===== src/sv/lslf_pkg.sv =====
`timescale 1ns / 1ps
// ----------------------------------------------------------------------------
// lslf_pkg
// Types, widths and codes shared by the least-squares line fit block.
// ----------------------------------------------------------------------------
package lslf_pkg;

   localparam int POINT_CAP   = 4096;
   localparam int SAMPLE_BITS = 16;
   localparam int COUNT_W     = 13;
   localparam int SUM_W       = 28;
   localparam int SUM2_W      = 44;
   localparam int WIDE_W      = 80;
   localparam int MUL_A_W     = 45;
   localparam int MUL_B_W     = 33;

   localparam logic [1:0] ST_OK      = 2'd0;
   localparam logic [1:0] ST_FEW     = 2'd1;
   localparam logic [1:0] ST_ZERODEN = 2'd2;
   localparam logic [1:0] ST_DROPPED = 2'd3;

   typedef struct packed {
      logic signed [SAMPLE_BITS-1:0] x_val;
      logic signed [SAMPLE_BITS-1:0] y_val;
      logic                          last;
   } req_type;

   typedef struct packed {
      logic signed [31:0]        slope_q16;
      logic signed [31:0]        intercept_q16;
      logic [1:0]                fit_status;
      logic [COUNT_W-1:0]        point_count;
   } rsp_type;

endpackage


===== src/sv/lslf_mul.sv =====
`timescale 1ns / 1ps
// ----------------------------------------------------------------------------
// lslf_mul
// Shift-add signed multiplier, one multiplier bit per cycle.
// ----------------------------------------------------------------------------
module lslf_mul (
   input  logic                             clock,
   input  logic                             reset,
   input  logic                             start,
   input  logic signed [lslf_pkg::MUL_A_W-1:0] a_val,
   input  logic signed [lslf_pkg::MUL_B_W-1:0] b_val,
   output logic                             done,
   output logic signed [lslf_pkg::WIDE_W-1:0]  product
);
   import lslf_pkg::*;

   localparam int P_W = MUL_A_W + MUL_B_W;

   logic [P_W-1:0]     acc_ff;
   logic [P_W-1:0]     a_sh_ff;
   logic [MUL_B_W-1:0] b_sh_ff;
   logic [5:0]         cnt_ff;
   logic               busy_ff;
   logic               neg_ff;
   logic               done_ff;
   logic signed [WIDE_W-1:0] prod_ff;
   logic [P_W-1:0]     acc_in;

   assign acc_in = b_sh_ff[0] ? acc_ff + a_sh_ff : acc_ff;

   always_ff @(posedge clock) begin
      if (reset) begin
         busy_ff <= 1'b0;
         done_ff <= 1'b0;
         cnt_ff  <= '0;
      end else begin
         done_ff <= 1'b0;
         if (start) begin
            busy_ff <= 1'b1;
            cnt_ff  <= '0;
            neg_ff  <= a_val[MUL_A_W-1] ^ b_val[MUL_B_W-1];
            acc_ff  <= '0;
            a_sh_ff <= P_W'(a_val[MUL_A_W-1] ? -a_val : a_val);
            b_sh_ff <= b_val[MUL_B_W-1] ? -b_val : b_val;
         end else if (busy_ff) begin
            acc_ff  <= acc_in;
            a_sh_ff <= {a_sh_ff[P_W-2:0], 1'b0};
            b_sh_ff <= {1'b0, b_sh_ff[MUL_B_W-1:1]};
            cnt_ff  <= cnt_ff + 6'd1;
            if (cnt_ff == 6'(MUL_B_W - 1)) begin
               busy_ff <= 1'b0;
               done_ff <= 1'b1;
               prod_ff <= neg_ff ? -$signed({{(WIDE_W-P_W){1'b0}}, acc_in})
                                 : $signed({{(WIDE_W-P_W){1'b0}}, acc_in});
            end
         end
      end
   end

   assign done    = done_ff;
   assign product = prod_ff;

endmodule


===== src/sv/lslf_div.sv =====
`timescale 1ns / 1ps
// ----------------------------------------------------------------------------
// lslf_div
// Restoring signed divider, one quotient bit per cycle, truncating toward
// zero and saturating to 32 bits.
// ----------------------------------------------------------------------------
module lslf_div (
   input  logic                            clock,
   input  logic                            reset,
   input  logic                            start,
   input  logic signed [lslf_pkg::WIDE_W-1:0] n_val,
   input  logic signed [lslf_pkg::WIDE_W-1:0] d_val,
   output logic                            done,
   output logic signed [31:0]              quotient
);
   import lslf_pkg::*;

   logic [WIDE_W-1:0] rem_ff;
   logic [WIDE_W-1:0] dvd_ff;
   logic [WIDE_W-1:0] quo_ff;
   logic [WIDE_W-1:0] md_ff;
   logic [6:0]        cnt_ff;
   logic              busy_ff;
   logic              neg_ff;
   logic              done_ff;
   logic signed [31:0] q_ff;
   logic [WIDE_W:0]   r_sh;
   logic              ge;
   logic [WIDE_W-1:0] quo_in;
   logic [31:0]       limit;
   logic [31:0]       q_mag;

   assign r_sh   = {rem_ff, dvd_ff[WIDE_W-1]};
   assign ge     = r_sh >= {1'b0, md_ff};
   assign quo_in = {quo_ff[WIDE_W-2:0], ge};
   assign limit  = neg_ff ? 32'h8000_0000 : 32'h7FFF_FFFF;
   assign q_mag  = (quo_in > WIDE_W'(limit)) ? limit : quo_in[31:0];

   always_ff @(posedge clock) begin
      if (reset) begin
         busy_ff <= 1'b0;
         done_ff <= 1'b0;
         cnt_ff  <= '0;
      end else begin
         done_ff <= 1'b0;
         if (start) begin
            busy_ff <= 1'b1;
            cnt_ff  <= '0;
            neg_ff  <= n_val[WIDE_W-1] ^ d_val[WIDE_W-1];
            rem_ff  <= '0;
            quo_ff  <= '0;
            dvd_ff  <= n_val[WIDE_W-1] ? -n_val : n_val;
            md_ff   <= d_val[WIDE_W-1] ? -d_val : d_val;
         end else if (busy_ff) begin
            rem_ff <= ge ? WIDE_W'(r_sh - {1'b0, md_ff}) : r_sh[WIDE_W-1:0];
            dvd_ff <= {dvd_ff[WIDE_W-2:0], 1'b0};
            quo_ff <= quo_in;
            cnt_ff <= cnt_ff + 7'd1;
            if (cnt_ff == 7'(WIDE_W - 1)) begin
               busy_ff <= 1'b0;
               done_ff <= 1'b1;
               q_ff    <= neg_ff ? -$signed(q_mag) : $signed(q_mag);
            end
         end
      end
   end

   assign done     = done_ff;
   assign quotient = q_ff;

endmodule


===== src/sv/least_squares_line_fit.sv =====
`timescale 1ns / 1ps
// ----------------------------------------------------------------------------
// least_squares_line_fit
// Accumulates sample points and fits a line by ordinary least squares.
//
//   channel   ports                          direction
//   req       req_valid req_stall req_word   in  (x, y, last)
//   rsp       rsp_valid rsp_stall rsp_word   out (slope, intercept, status, count)
//
// A point is accumulated in S_XY and S_XX (two passes through the 16x16 product).
// A last point adds the fit: up to 5 serial multiplies and 2 serial divides before
// the fit word is loaded into the output register.
// Reset clears the sums and the held fit.
// A held result waits in the output register; the next data set can
// accumulate meanwhile and its fit waits until the register frees.
// ----------------------------------------------------------------------------
module least_squares_line_fit (
   input  logic              clock,
   input  logic              reset,
   input  logic              req_valid,
   output logic              req_stall,
   input  lslf_pkg::req_type req_word,
   output logic              rsp_valid,
   input  logic              rsp_stall,
   output lslf_pkg::rsp_type rsp_word
);
   import lslf_pkg::*;

   localparam logic [2:0] S_IDLE = 3'd0;
   localparam logic [2:0] S_XY   = 3'd1;
   localparam logic [2:0] S_XX   = 3'd2;
   localparam logic [2:0] S_CHK  = 3'd3;
   localparam logic [2:0] S_MUL  = 3'd4;
   localparam logic [2:0] S_DIV  = 3'd5;
   localparam logic [2:0] S_OUT  = 3'd6;

   localparam logic [2:0] PH_NXX = 3'd0;
   localparam logic [2:0] PH_XX  = 3'd1;
   localparam logic [2:0] PH_NXY = 3'd2;
   localparam logic [2:0] PH_XY  = 3'd3;
   localparam logic [2:0] PH_SX  = 3'd4;

   logic [2:0] state_ff;
   logic [2:0] ph_ff;
   logic signed [SAMPLE_BITS-1:0] x_ff, y_ff;
   logic last_ff;
   logic [COUNT_W-1:0] count_ff;
   logic signed [SUM_W-1:0]  sum_x_ff, sum_y_ff;
   logic signed [SUM2_W-1:0] sum_xy_ff, sum_xx_ff;
   logic ovf_ff;
   logic signed [31:0] slope_ff, icpt_ff;
   logic [1:0] status_ff;
   logic signed [WIDE_W-1:0] t_ff, den_ff, div_n_ff, div_d_ff;
   logic mul_start_ff, div_start_ff;
   logic rsp_valid_ff;
   rsp_type rsp_ff;

   logic mul_done, div_done;
   logic rsp_load;
   logic signed [MUL_A_W-1:0] mul_a;
   logic signed [MUL_B_W-1:0] mul_b;
   logic signed [WIDE_W-1:0]  prod;
   logic signed [31:0]        quo;
   logic signed [SAMPLE_BITS-1:0] small_b;
   logic signed [2*SAMPLE_BITS-1:0] small_p;
   logic signed [WIDE_W-1:0] diff;
   logic signed [MUL_B_W-1:0] n_b;

   assign n_b      = $signed({{(MUL_B_W-COUNT_W){1'b0}}, count_ff});
   assign small_b  = (state_ff == S_XY) ? y_ff : x_ff;
   assign small_p  = x_ff * small_b;
   assign diff     = t_ff - prod;
   assign rsp_load = (state_ff == S_OUT) && (!rsp_valid_ff || !rsp_stall);

   always_comb begin
      case (ph_ff)
         PH_NXX: begin mul_a = MUL_A_W'(sum_xx_ff); mul_b = n_b; end
         PH_XX:  begin mul_a = MUL_A_W'(sum_x_ff);  mul_b = MUL_B_W'(sum_x_ff); end
         PH_NXY: begin mul_a = MUL_A_W'(sum_xy_ff); mul_b = n_b; end
         PH_XY:  begin mul_a = MUL_A_W'(sum_y_ff);  mul_b = MUL_B_W'(sum_x_ff); end
         default: begin mul_a = MUL_A_W'(sum_x_ff); mul_b = MUL_B_W'(slope_ff); end
      endcase
   end

   lslf_mul u_mul (
      .clock(clock), .reset(reset), .start(mul_start_ff),
      .a_val(mul_a), .b_val(mul_b), .done(mul_done), .product(prod)
   );

   lslf_div u_div (
      .clock(clock), .reset(reset), .start(div_start_ff),
      .n_val(div_n_ff), .d_val(div_d_ff), .done(div_done), .quotient(quo)
   );

   always_ff @(posedge clock) begin
      if (reset) begin
         state_ff     <= S_IDLE;
         ph_ff        <= PH_NXX;
         count_ff     <= '0;
         sum_x_ff     <= '0;
         sum_y_ff     <= '0;
         sum_xy_ff    <= '0;
         sum_xx_ff    <= '0;
         ovf_ff       <= 1'b0;
         slope_ff     <= '0;
         icpt_ff      <= '0;
         mul_start_ff <= 1'b0;
         div_start_ff <= 1'b0;
         rsp_valid_ff <= 1'b0;
      end else begin
         mul_start_ff <= 1'b0;
         div_start_ff <= 1'b0;
         if (rsp_load) begin
            rsp_valid_ff <= 1'b1;
         end else if (!rsp_stall) begin
            rsp_valid_ff <= 1'b0;
         end
         case (state_ff)
            S_IDLE: begin
               if (req_valid) begin
                  x_ff     <= req_word.x_val;
                  y_ff     <= req_word.y_val;
                  last_ff  <= req_word.last;
                  state_ff <= S_XY;
               end
            end
            S_XY: begin
               if (count_ff < COUNT_W'(POINT_CAP)) begin
                  sum_x_ff  <= sum_x_ff + SUM_W'(x_ff);
                  sum_y_ff  <= sum_y_ff + SUM_W'(y_ff);
                  sum_xy_ff <= sum_xy_ff + SUM2_W'(small_p);
                  state_ff  <= S_XX;
               end else begin
                  ovf_ff   <= 1'b1;
                  state_ff <= last_ff ? S_CHK : S_IDLE;
               end
            end
            S_XX: begin
               sum_xx_ff <= sum_xx_ff + SUM2_W'(small_p);
               count_ff  <= count_ff + COUNT_W'(1);
               state_ff  <= last_ff ? S_CHK : S_IDLE;
            end
            S_CHK: begin
               if (count_ff < COUNT_W'(2)) begin
                  status_ff <= ST_FEW;
                  state_ff  <= S_OUT;
               end else begin
                  ph_ff        <= PH_NXX;
                  mul_start_ff <= 1'b1;
                  state_ff     <= S_MUL;
               end
            end
            S_MUL: begin
               if (mul_done) begin
                  case (ph_ff)
                     PH_NXX: begin
                        t_ff         <= prod;
                        ph_ff        <= PH_XX;
                        mul_start_ff <= 1'b1;
                     end
                     PH_XX: begin
                        den_ff <= diff;
                        if (diff == '0) begin
                           status_ff <= ST_ZERODEN;
                           state_ff  <= S_OUT;
                        end else begin
                           ph_ff        <= PH_NXY;
                           mul_start_ff <= 1'b1;
                        end
                     end
                     PH_NXY: begin
                        t_ff         <= prod;
                        ph_ff        <= PH_XY;
                        mul_start_ff <= 1'b1;
                     end
                     PH_XY: begin
                        div_n_ff     <= $signed({diff[WIDE_W-17:0], 16'd0});
                        div_d_ff     <= den_ff;
                        div_start_ff <= 1'b1;
                        state_ff     <= S_DIV;
                     end
                     default: begin
                        div_n_ff <= $signed({{(WIDE_W-SUM_W-16){sum_y_ff[SUM_W-1]}},
                                             sum_y_ff, 16'd0}) - prod;
                        div_d_ff <= $signed({{(WIDE_W-COUNT_W){1'b0}}, count_ff});
                        div_start_ff <= 1'b1;
                        state_ff     <= S_DIV;
                     end
                  endcase
               end
            end
            S_DIV: begin
               if (div_done) begin
                  if (ph_ff == PH_XY) begin
                     slope_ff     <= quo;
                     ph_ff        <= PH_SX;
                     mul_start_ff <= 1'b1;
                     state_ff     <= S_MUL;
                  end else begin
                     icpt_ff   <= quo;
                     status_ff <= ovf_ff ? ST_DROPPED : ST_OK;
                     state_ff  <= S_OUT;
                  end
               end
            end
            S_OUT: begin
               if (rsp_load) begin
                  rsp_ff.slope_q16     <= slope_ff;
                  rsp_ff.intercept_q16 <= icpt_ff;
                  rsp_ff.fit_status    <= status_ff;
                  rsp_ff.point_count   <= count_ff;
                  count_ff  <= '0;
                  sum_x_ff  <= '0;
                  sum_y_ff  <= '0;
                  sum_xy_ff <= '0;
                  sum_xx_ff <= '0;
                  ovf_ff    <= 1'b0;
                  state_ff  <= S_IDLE;
               end
            end
            default: state_ff <= S_IDLE;
         endcase
      end
   end

   assign req_stall = (state_ff != S_IDLE);
   assign rsp_valid = rsp_valid_ff;
   assign rsp_word  = rsp_ff;

endmodule


===== config.mk =====
export PLATFORM = sky130hd
export DESIGN_NAME = least_squares_line_fit
export DESIGN_NICKNAME = d
export VERILOG_FILES = /design/src/sv/lslf_pkg.sv /design/src/sv/lslf_mul.sv /design/src/sv/lslf_div.sv /design/src/sv/least_squares_line_fit.sv
export SDC_FILE = /design/constraint.sdc
export NUM_CORES = 2
export LEC_CHECK = 0
export ABC_CLOCK_PERIOD_IN_PS = 23700
export BUFFER_PORTS_ARGS = -buffer_cell sky130_fd_sc_hd__buf_2
export CORE_AREA = 8 8 418 420
export CTS_CLUSTER_SIZE = 25
export DETAILED_ROUTE_END_ITERATION = 8
export DIE_AREA = 0 0 426 428
export PLACE_DENSITY_LB_ADDON = 0.05
export SYNTH_ARGS = -nofsm -noshare
export SYNTH_HDL_FRONTEND = slang
export SYNTH_SLANG_ARGS = --single-unit

===== constraint.sdc =====
create_clock -name clock -period 23.7 [get_ports clock]
set_input_delay 4.74 -clock clock [delete_from_list [all_inputs] [get_ports clock]]
set_output_delay 4.74 -clock clock [all_outputs]
set_load 0.01 [all_outputs]

==> key figures <==
CTS
  • Setup Buffers After CTS: 0
  • CTS tree: yes
  • Clock Tree Root: clkbuf_16
  • TritonCTS Buffers: 148
  • Clk slew on worst S/H paths: 0.06 ns
  • Clock buffer depth: 3
  • H-Tree Depth: 4
  • Clk sinks: 1304
  • Post-CTS Hold Buffers: 0
  • Post-CTS sizing: 0
  • Skew-Pair Late Insertion Delay: 0.82 ns

Worst hold path
  • Hold Startpoint: icpt_ff[30]$_SDFFE_PP0P_
  • Worst Hold Path EP: rsp_word[45]$_DFFE_PP_
  • Hold depth: 0
  • Hold Path Class: reg2reg

Synthesis
  • Commonest cells in the netlist: edfxtp_1, nand2_1, a21oi_1
  • Cell area after synthesis: 91900 µm²
  • Post-synth top area share: 34.5%
  • Netlist cell types: 100
  • Syn avg cell area: 9.48 µm²
  • Largest area contributor in the netlist: edfxtp_1
  • Yosys reg bits: 1304
  • Sequential share of the synthesized area: 39.9%
  • Syn Inst Count: 9690
  • Yosys warnings: 0
  • Commonest register cell after synthesis: edfxtp_1
  • Most frequent cell after synthesis: edfxtp_1
  • Post-synth EDFFs: 1056
  • Synthesized Nets: 10562
  • Synth top area cells: edfxtp_1, ha_1, fa_1, dfxtp_1, a21oi_1
  • FFs w/ async S/R, synth: 0%

Detailed routing
  • First-pass DRT Iterations: 6
  • DR iter-0 viols: 6189
  • Vias per std cell: 6.01
  • Final WL: 252000 µm
  • Vias: 71940
  • Post-route DRC: 0
  • Antenna Nets Post-Route: 0
  • Wire length per cell: 21.0 µm

Critical path
  • Crit path buf inv count: 7
  • Register-to-Register Path Depth: 42
  • CP Max Fanout: 36
  • CP max stage delay: 0.59 ns
  • Top Family by Delay on Critical Path: adder cells
  • Critical Path Start Type: flop
  • Crit path depth: 42
  • CP arrival: 11.49 ns
  • Crit-path most repeated cell: fa_1
  • Endpoint class of the critical path: flop
  • CP max-delay cell: mux2i_1
  • Reg2reg start: state_ff[1]$_SDFFE_PP0P_
  • Setup CP Type: reg2reg
  • FF-to-FF End: sum_xx_ff[43]$_SDFFE_PP0P_
  • Critical Path RT: 24.41 ns
  • R2r setup slk: 12.92 ns

Floorplanning
  • Starting Density: 54.6%
  • Die X: 426 µm
  • Io pins: 118
  • CORE AREA: 168000 µm²
  • Die ar.: 182000 µm²
  • Core Rows: 151
  • Die Ht: 428 µm

STA
  • Final Hold Vio Count: 0
  • Tcrit/Tclk final: 45.5%
  • Skew final: 0.0411 ns
  • Final Setup Violations: 0
  • Fmax: 92.8 MHz
  • Fin. max-slew vios: 0
  • Relative slew slack: 18.1%
  • Minimum clock period after layout: 10.78 ns
  • Worst Tran Pin Value: 1.20 ns
  • RSZ-0062 raised after global routing: false
  • Worst setup margin: 12.92 ns
  • Sum of negative setup slack: 0 ns
  • Hold Slack: 0.430 ns

Placement
  • RD Place Congestion: 0.922
  • Port bufs: 117
  • Worst slack, placed: 13.03 ns
  • Hpwl dp: 190000 µm
  • Placed Area: 94500 µm²

Status
  • Status: complete, no violations

Global route
  • Total global-route track usage: 26.8%
  • Initial antenna violation count: 4
  • GRT Residual Overflow: 0
  • Vias in the first global route: 68854
  • Largest net degree at the start of global routing: 172
  • First-pass GRT wire length: 395000 µm

Finish
  • Layout cells sized above 1: 6.17%
  • Final #Nets: 10492
  • Final Instance Area: 99600 µm²
  • Layout area overhead: 8.47%
  • # fillers: 14601

Run
  • Max-cap violation count: 0
## cells by family (layout without fill, tap and decap cells)
| kind of cell | count (synthesis) | after routing | synth area share, % |
|---|---|---|---|
| adders and majority gates | 835 | 835 | 13.6 |
| buffers and inverters | 1092 | 1141 | 4.49 |
| and+or+nand+nor | 3104 | 3104 | 16.4 |
| xor gates and xnor gates | 706 | 706 | 6.73 |
| muxes | 156 | 156 | 1.77 |
| other | 1 | 5 | 0.00408 |
| DFF | 1304 | 1304 | 39.9 |
| AOI/OAI and AO/OA | 2492 | 2492 | 17.1 |
## registers in the layout (all words and copies together) (netlist names), 80 cells and up
| register | count |
|---|---|
| u_div.rem_ff | 80 |
| div_n_ff | 80 |
| div_d_ff | 80 |
| t_ff | 80 |
| u_div.dvd_ff | 80 |
| u_mul.product | 80 |
| u_div.md_ff | 80 |
| den_ff | 80 |
## layout by cell type, fill, tap and decap left out, types with 60 or more instances in the layout
master     netlist  layout
edfxtp_1      1056    1056
nand2_1        878     877
a21oi_1        856     855
nor2_1         810     802
inv_1          661     659
ha_1           566     566
o21ai_0        448     448
xnor2_1        395     394
xor2_1         311     311
a21o_1         306     306
fa_1           269     269
nor2b_1        245     245
dfxtp_1        248     242
and2_1         181     181
nor3_1         181     176
nand3_1        165     165
clkbuf_16        0     152
nand4_1        125     125
buf_2           10     116
or3_1          113     113
a22oi_1        105     105
mux2i_1        103     102
nand2b_1       101     101
a31oi_1         95      95
o31ai_1         92      92
buf_4            0      89
a211oi_1        85      85
o21a_1          75      75
and3_1          75      75
o21bai_1        70      70
nor4_1          60      60
## metrics by stage
step | util (%) | std cells
2_1_floorplan | - | 9690
3_3_place_gp | 56.2 | 11688
3_5_place_dp | 56.2 | 11688
4_1_cts | 59.2 | 11957
5_1_grt | 59.2 | 11957
6_report | 59.3 | 11961
## worst reg2reg max path, delay by kind of cell, from the launching register on
family	cells	cell delay, ns
buffers and inverters	7	1.00
flip-flops	1	0.47
multiplexers	1	0.63
XOR/XNOR	2	0.38
AND/OR/NAND/NOR	12	1.91
adder cells (fa/ha/maj)	8	3.71
AO/OA/AOI/OAI	12	2.61
## layer usage
layer,GRT usage (%),up-vias,share of wire (%)
li1,-,34613,-
met1,40.4,35057,48
met2,40.9,1955,44
met3,3.77,315,6.0
met4,6.65,0,2.3
met5,0,-,0
## worst max path at each step
stage                                 endpoint                      from
floorplan                div_d_ff[0]$_DFFE_PP_                     reset
global placement    sum_xx_ff[43]$_SDFFE_PP0P_  state_ff[2]$_SDFFE_PP0P_
detailed placement  sum_xx_ff[43]$_SDFFE_PP0P_  state_ff[2]$_SDFFE_PP0P_
CTS                 sum_xx_ff[43]$_SDFFE_PP0P_  state_ff[2]$_SDFFE_PP0P_
global route        sum_xx_ff[43]$_SDFFE_PP0P_  state_ff[2]$_SDFFE_PP0P_
finish              sum_xx_ff[43]$_SDFFE_PP0P_  state_ff[1]$_SDFFE_PP0P_
## layout make-up
| class | instances | area [µm²] | share of cell area (%) |
|---|---|---|---|
| multi-input cells | 7294 | 51200 | 51.4 |
| flip-flops and latches | 1304 | 36700 | 36.8 |
| clock buffers | 189 | 4040 | 4.06 |
| well taps | 2218 | 2780 | 2.79 |
| inverters | 663 | 2490 | 2.50 |
| repair buffers | 209 | 1320 | 1.32 |
| clock inverters | 80 | 1130 | 1.14 |
| diodes | 4 | 10.0 | 0.0100 |
Power is left out: the tool's default activity adds up to more than one toggle a clock period on the data nets, which glitch-free logic cannot reach.
